$ cat src/rtl/assert_macros.svh
// ----------------------------------------------------------------------------
// Assertion macros
// Shared shorthands for clocked concurrent assertions in the RTL.
// ----------------------------------------------------------------------------
`ifndef ASSERT_MACROS_SVH
`define ASSERT_MACROS_SVH

// Property checked on every rising edge of clk, off while rst_n is low.
`define ASSERT_CLK(label, prop, msg) \
    label: assert property (@(posedge clk) disable iff (!rst_n) (prop)) else $error(msg);

// Consequent checked in the cycle after the antecedent holds.
`define ASSERT_NEXT(label, ante, cons, msg) \
    label: assert property (@(posedge clk) disable iff (!rst_n) (ante) |=> (cons)) \
        else $error(msg);

`endif

$ cat src/rtl/lks_pkg.sv
// ----------------------------------------------------------------------------
// lks_pkg
// Constants, register indexes and arithmetic helpers of the keystream rotator.
// ----------------------------------------------------------------------------
package lks_pkg;

    localparam int CHAR_W     = 7;
    localparam int STATE_W    = 17;
    localparam int PROD_W     = 24;
    localparam int CFG_IDX_W  = 2;
    localparam int CFG_DATA_W = 17;

    localparam logic [STATE_W-1:0] LKS_MULT    = 17'd75;
    localparam logic [STATE_W-1:0] LKS_MOD     = 17'd65537;
    localparam logic [STATE_W-1:0] LKS_RESET   = 17'd1;
    localparam logic [STATE_W-1:0] LKS_MAX     = 17'd65536;
    localparam logic [CHAR_W-1:0]  CHAR_BASE   = 7'd32;
    localparam logic [CHAR_W:0]    CHAR_SPAN   = 8'd96;

    typedef enum logic [CFG_IDX_W-1:0] {
        CFG_KEY_SEED     = 2'd0,
        CFG_DECRYPT_MODE = 2'd1
    } cfg_idx_t;

    // One generator step: state * 75 mod 65537 by folding the product.
    function automatic logic [STATE_W-1:0] lks_advance(input logic [STATE_W-1:0] s);
        logic [PROD_W-1:0]  prod;
        logic [15:0]        lo;
        logic [7:0]         hi;
        logic [STATE_W:0]   diff;
        prod = PROD_W'(s) * PROD_W'(LKS_MULT);
        lo   = prod[15:0];
        hi   = prod[23:16];
        if (lo >= 16'(hi))
            diff = (STATE_W+1)'(lo) - (STATE_W+1)'(hi);
        else
            diff = (STATE_W+1)'(lo) + (STATE_W+1)'(LKS_MOD) - (STATE_W+1)'(hi);
        return diff[STATE_W-1:0];
    endfunction

    // r mod 96 = ((r >> 5) mod 3) * 32 + r[4:0]. The mod 3 uses the sum of
    // base-4 digits, since 4 is 1 modulo 3.
    function automatic logic [CHAR_W-1:0] lks_mod96(input logic [STATE_W-1:0] r);
        logic [4:0] dsum;
        logic [4:0] m;
        dsum = 5'(r[6:5]) + 5'(r[8:7]) + 5'(r[10:9])
             + 5'(r[12:11]) + 5'(r[14:13]) + 5'(r[16:15]);
        m = dsum;
        if (m >= 5'd12)
            m = m - 5'd12;
        if (m >= 5'd6)
            m = m - 5'd6;
        if (m >= 5'd3)
            m = m - 5'd3;
        return {m[1:0], r[4:0]};
    endfunction

    // Rotate a printable code within 32..127; control codes pass unchanged.
    function automatic logic [CHAR_W-1:0] lks_rotate(input logic [CHAR_W-1:0] c,
                                                     input logic [CHAR_W-1:0] k,
                                                     input logic             back);
        logic [CHAR_W:0] off;
        logic [CHAR_W:0] sum;
        if (c < CHAR_BASE)
            return c;
        off = (CHAR_W+1)'(c - CHAR_BASE);
        if (back)
            sum = off + CHAR_SPAN - (CHAR_W+1)'(k);
        else
            sum = off + (CHAR_W+1)'(k);
        if (sum >= CHAR_SPAN)
            sum = sum - CHAR_SPAN;
        return CHAR_W'(sum) + CHAR_BASE;
    endfunction

endpackage

$ cat src/rtl/lehmer_keystream_char_rotator.sv
// ----------------------------------------------------------------------------
// lehmer_keystream_char_rotator
// Stream cipher that rotates printable 7-bit characters by a Lehmer keystream.
// ----------------------------------------------------------------------------
// Input channel: in_valid / in_ready with char_in. Output channel: out_valid /
// out_ready with char_out. Every character transfer yields exactly one result.
// Configuration: cfg_valid / cfg_ready with cfg_index and cfg_data; cfg_ready
// is always high. Index 0 writes the key seed and reloads the generator,
// index 1 selects decryption (1) or encryption (0); other indexes are ignored.
// Write configuration only while no character is in flight.
// Each accepted character advances the generator once, in the accept cycle;
// the new value is registered with the character. The next stage reduces it
// modulo 96 and rotates the character into the output register.
// A character passes through the stage-1 registers, then the output register,
// before it reaches char_out. Throughput is one character per cycle while
// out_ready holds, set by the single generator step per cycle.
// When the receiver stalls, the output register holds and the input stage
// keeps taking one more character before in_ready drops.
// Reset clears both stages, loads the generator with 1 and selects encryption.
// ----------------------------------------------------------------------------
`include "assert_macros.svh"

module lehmer_keystream_char_rotator (
    input  logic                             clk,
    input  logic                             rst_n,
    input  logic                             in_valid,
    output logic                             in_ready,
    input  logic [lks_pkg::CHAR_W-1:0]       char_in,
    output logic                             out_valid,
    input  logic                             out_ready,
    output logic [lks_pkg::CHAR_W-1:0]       char_out,
    input  logic                             cfg_valid,
    output logic                             cfg_ready,
    input  logic [lks_pkg::CFG_IDX_W-1:0]    cfg_index,
    input  logic [lks_pkg::CFG_DATA_W-1:0]   cfg_data
);

    logic                          s1_valid_reg, s1_valid_next;
    logic                          out_valid_reg, out_valid_next;
    logic [lks_pkg::STATE_W-1:0]   gen_reg, gen_next;
    logic                          decrypt_reg, decrypt_next;
    logic [lks_pkg::CHAR_W-1:0]    s1_char_reg;
    logic [lks_pkg::STATE_W-1:0]   s1_key_reg;
    logic [lks_pkg::CHAR_W-1:0]    char_out_reg, char_out_next;
    logic [lks_pkg::STATE_W-1:0]   gen_adv;
    logic                          out_load;
    logic                          s1_fire;
    logic                          in_fire;
    logic                          cfg_fire;
    logic                          seed_wr;

    assign cfg_ready = 1'b1;
    assign cfg_fire  = cfg_valid && cfg_ready;

    assign out_load = !out_valid_reg || out_ready;
    assign s1_fire  = s1_valid_reg && out_load;
    assign in_ready = !s1_valid_reg || out_load;
    assign in_fire  = in_valid && in_ready;

    assign gen_adv       = lks_pkg::lks_advance(gen_reg);
    assign char_out_next = lks_pkg::lks_rotate(s1_char_reg,
                                               lks_pkg::lks_mod96(s1_key_reg),
                                               decrypt_reg);

    always_comb
    begin
        seed_wr      = 1'b0;
        decrypt_next = decrypt_reg;
        if (cfg_fire)
        begin
            unique case (cfg_index)
                lks_pkg::CFG_KEY_SEED:     seed_wr = 1'b1;
                lks_pkg::CFG_DECRYPT_MODE: decrypt_next = cfg_data[0];
                default:                   seed_wr = 1'b0;
            endcase
        end
    end

    always_comb
    begin
        if (seed_wr)
            gen_next = cfg_data;
        else if (in_fire)
            gen_next = gen_adv;
        else
            gen_next = gen_reg;

        if (in_fire)
            s1_valid_next = 1'b1;
        else if (s1_fire)
            s1_valid_next = 1'b0;
        else
            s1_valid_next = s1_valid_reg;

        if (s1_fire)
            out_valid_next = 1'b1;
        else if (out_ready)
            out_valid_next = 1'b0;
        else
            out_valid_next = out_valid_reg;
    end

    always_ff @(posedge clk or negedge rst_n)
    begin
        if (!rst_n)
        begin
            s1_valid_reg  <= 1'b0;
            out_valid_reg <= 1'b0;
            gen_reg       <= lks_pkg::LKS_RESET;
            decrypt_reg   <= 1'b0;
        end
        else
        begin
            s1_valid_reg  <= s1_valid_next;
            out_valid_reg <= out_valid_next;
            gen_reg       <= gen_next;
            decrypt_reg   <= decrypt_next;
        end
    end

    always_ff @(posedge clk)
    begin
        if (in_fire)
        begin
            s1_char_reg <= char_in;
            s1_key_reg  <= gen_adv;
        end
        if (s1_fire)
            char_out_reg <= char_out_next;
    end

    assign out_valid = out_valid_reg;
    assign char_out  = char_out_reg;

    // Control codes must leave the block exactly as they came in.
    `ASSERT_NEXT(a_ctrl_pass, s1_fire && (s1_char_reg < lks_pkg::CHAR_BASE),
                 char_out == $past(s1_char_reg), "control character was altered")

    // Printable codes stay printable after rotation.
    `ASSERT_NEXT(a_print_stays, s1_fire && (s1_char_reg >= lks_pkg::CHAR_BASE),
                 char_out >= lks_pkg::CHAR_BASE, "printable character left 32..127")

    // A generator step always lands in the reduced range.
    `ASSERT_NEXT(a_gen_range, in_fire && !seed_wr, gen_reg <= lks_pkg::LKS_MAX,
                 "generator state above 65536 after a step")

    // Back-pressure only when both stages hold a character.
    `ASSERT_CLK(a_ready_full, !in_ready |-> (s1_valid_reg && out_valid_reg),
                "input stalled while a stage was free")

endmodule
$ cat config.mk
export PLATFORM = sky130hd
export DESIGN_NAME = lehmer_keystream_char_rotator
export DESIGN_NICKNAME = d
export VERILOG_FILES = /design/src/rtl/lks_pkg.sv /design/src/rtl/lehmer_keystream_char_rotator.sv
export VERILOG_INCLUDE_DIRS = /design/src /design/src/rtl
export SDC_FILE = /design/constraint.sdc
export NUM_CORES = 1
export LEC_CHECK = 0
export BUFFER_PORTS_ARGS = -buffer_cell sky130_fd_sc_hd__buf_2
export CAP_MARGIN = 20
export CELL_PAD_IN_SITES_DETAIL_PLACEMENT = 1
export CELL_PAD_IN_SITES_GLOBAL_PLACEMENT = 2
export CORE_ASPECT_RATIO = 0.8
export CORE_MARGIN = 1
export CORE_UTILIZATION = 35
export CTS_BUF_LIST = sky130_fd_sc_hd__clkbuf_4 sky130_fd_sc_hd__clkbuf_8
export DETAILED_ROUTE_END_ITERATION = 16
export PLACE_DENSITY_LB_ADDON = 0.2
export SYNTH_ARGS = -nofsm -noshare
export SYNTH_HDL_FRONTEND = slang
export SYNTH_SLANG_ARGS = --single-unit
$ cat constraint.sdc
create_clock -name clk -period 20.3 [get_ports clk]
set_input_delay 4.06 -clock clk [delete_from_list [all_inputs] [get_ports clk]]
set_output_delay 4.06 -clock clk [all_outputs]
set_load 0.02 [all_outputs]
==> out/qor.yml <==
status: "finished, final reports clean"
insertion_delay_ps: 330
grt_setup_unrepaired: "no"
dieArea_mm2: 0.0224
wl_per_cell_um: 18.8
hold_path_class: "reg -> reg"
cp_common_cell: "buf_2"
root_buffer: "clkbuf_8"
antenna_left: 0
crit_fanout: 3
htreeDepth: 2
cts_tree: "yes"
totalWireLength_um: 22200
die_y_um: 134
drt_pass1_iterations: 4
grtUsageTotal: 0.208
tightestPinTransition_ps: 836
slew_headroom: 0.439
first_iter_violations: 305
portBuffers: 39
drcViolationCount: 0
fin_skew_ps: 17.5
crit_family: "buffers and inverters"
layout.nets: 1109
vias_per_cell: 5.24
slowest_delay_ps: 180
clk_path_buf_depth: 2
antenna_found_initial: 0
setup_viol: 0
ys_async_sr_fraction: 0.392
grt_pass1_vias: 6311
rows: 47
path_class: "in -> out"
synth_cell_types: 72
period_needed_ps: 8580
timing.fmax_ghz: 0.117
drv_slew: 0
netlist_instances: 882
num_vias: 6184
synth_edf_count: 31
worst-path-buf-inv: 2
worstPathRequired_ps: 16240
syn_nets: 1080
place_congestion: 0.811
final_hold_viol_count: 0
grt_overflow: 0
synth.largest_area_cell: "ha_1"
cts_made_buffers: 5
cpMaxStageDelayCell: "nand3b_1"
diodes: 0
cp_cell_sequence: "buf_2 > nand3b_1 > buf_2"
yosys.area.top_type_share: 0.205
clk_pin_slew_ps: 110
arrival_ps: 4520
ys_ff_latch: 51
yosys_most_used_dff: "edfxtp_1"
synth.top_cells.by_area: "ha_1, edfxtp_1, fa_1"
grt_max_degree: 34
synth-warning-count: 0
clock_sinks: 51
cts_post_setup_buffers_inserted: 0
die_x_um: 167
max-cap-violations: 0
grt_pass1_wl_um: 36100
initial_core_util: 0.363
min_period_over_period: 0.423
fin_setup_tns_ps: 0
syn_avg_cell_area_um2: 8.64
core_mm2: 0.0210
endpoint_kind: "output port"
synth_seq_area_share: 0.188
dp_hpwl_um: 18800
cts_resized: 0
hold_buffers: 0
startpoint_type: "input port"
drive_above_1_share: 0.0800
area_delta_synth_final_pct: 7.96
io_pins: 41
syn-cell-area_mm2: 0.00762
## cells in the mapped netlist (3+ instances only)
master and number:
a211o_1 4, a211oi_1 9, a21o_1 15, a21oi_1 55, a22o_1 4, a31o_2 4, a31oi_1 11, and2_1 4
and3_1 7, clkbuf_1 15, dfrtp_1 19, edfxtp_1 31, fa_1 42, ha_1 125, inv_1 149, mux2i_1 12
nand2_1 47, nand2b_1 13, nand3_1 12, nand3b_1 3, nand4_1 3, nor2_1 53, nor2b_1 15, nor3_1 22
nor3b_1 4, nor4b_1 5, o211ai_1 6, o21a_1 6, o21ai_0 43, o21ai_1 9, o21bai_1 6, o311ai_0 4
o31ai_1 7, or2_2 4, or3_1 11, or3b_2 3, xnor2_1 43, xor2_1 11
## worst register-to-register path, stage by stage, from the launching register on
cell	delay, ps
dfrtp_1	540
ha_1	360
ha_1	270
inv_1	50
fa_1	510
fa_1	520
inv_1	50
ha_1	380
o21a_1	220
o21a_1	210
a21o_1	220
a21oi_1	150
o21ai_0	90
a21oi_1	390
o21ai_0	340
xnor2_1	260
ha_1	230
inv_1	70
fa_1	590
nor2_1	80
a221o_1	400
o311a_1	390
o41ai_1	530
xor2_1	310
nor3_1	100
a211o_1	310
a22o_1	190
## kinds of logic (layout without fill, tap and decap cells)
family / count (synthesis) / after routing / synth area share
muxes: 15 / 15 / 0.0202
AOI/OAI and AO/OA: 211 / 211 / 0.185
buffers and inverters: 169 / 199 / 0.0853
adders and majority gates: 167 / 167 / 0.315
and+or+nand+nor: 214 / 214 / 0.143
DFF: 51 / 51 / 0.188
xor gates and xnor gates: 54 / 54 / 0.0620
other: 1 / 1 / 0.000492
## final cells by class
cell class | instances | area, um^2
Fill cell | 2468 | 12800
Multi-Input combinational cell | 662 | 5550
Sequential cell | 51 | 1430
Inverter | 150 | 566
Tap cell | 269 | 337
Timing Repair Buffer | 41 | 210
Clock inverter | 3 | 71.3
Clock buffer | 5 | 68.8
## final timing paths
check	slack (ps)	cells after the start	start	endpoint
setup / recovery	11720	3	out_ready	in_ready
hold / removal	520	1	s1_valid_reg	out_valid
setup reg to reg	12450	26	gen_reg[4]	gen_reg[13]
hold reg to reg	520	1	s1_valid_reg	out_valid
max in group asynchronous	16280	1	rst_n	gen_reg[0]
min in group asynchronous	3670	1	rst_n	gen_reg[8]
## routing by layer
layer | up-vias | track usage | wire, um
li1 | 3104 | - | -
met1 | 2989 | 0.338 | 12800
met2 | 85 | 0.299 | 8780
met3 | 6 | 0.0210 | 557
met4 | 0 | 0.0195 | 111
met5 | - | 0 | 0
## cells in the final DEF (no fill, tap or decap), drive strengths merged, types with 13 or more instances in the layout
master,n
dfrtp,19
edfxtp,31
xnor2,43
nor3,22
nand2b,13
a21o,15
nand2,48
a21oi,55
ha,125
buf,41
fa,42
nor2,54
nor2b,15
o21ai,52
inv,150
## metrics by stage
| step | util | hold WS, ps | std cells | area, um^2 | setup slack (ps) |
|---|---|---|---|---|---|
| after detailed placement | 0.385 | 485 | 1173 | 8090 | 11720 |
| after global placement | 0.385 | 475 | 1173 | 8090 | 11730 |
| final | 0.392 | 522 | 1181 | 8230 | 11720 |
| after floorplan | - | 449 | 882 | 7620 | 11900 |
| after global routing | 0.392 | 548 | 1181 | 8230 | 11680 |
| after CTS | 0.392 | 515 | 1181 | 8230 | 11720 |
Power is not shown: default switching activity piles up to over one toggle a cycle in this logic, so the estimate is an artifact.
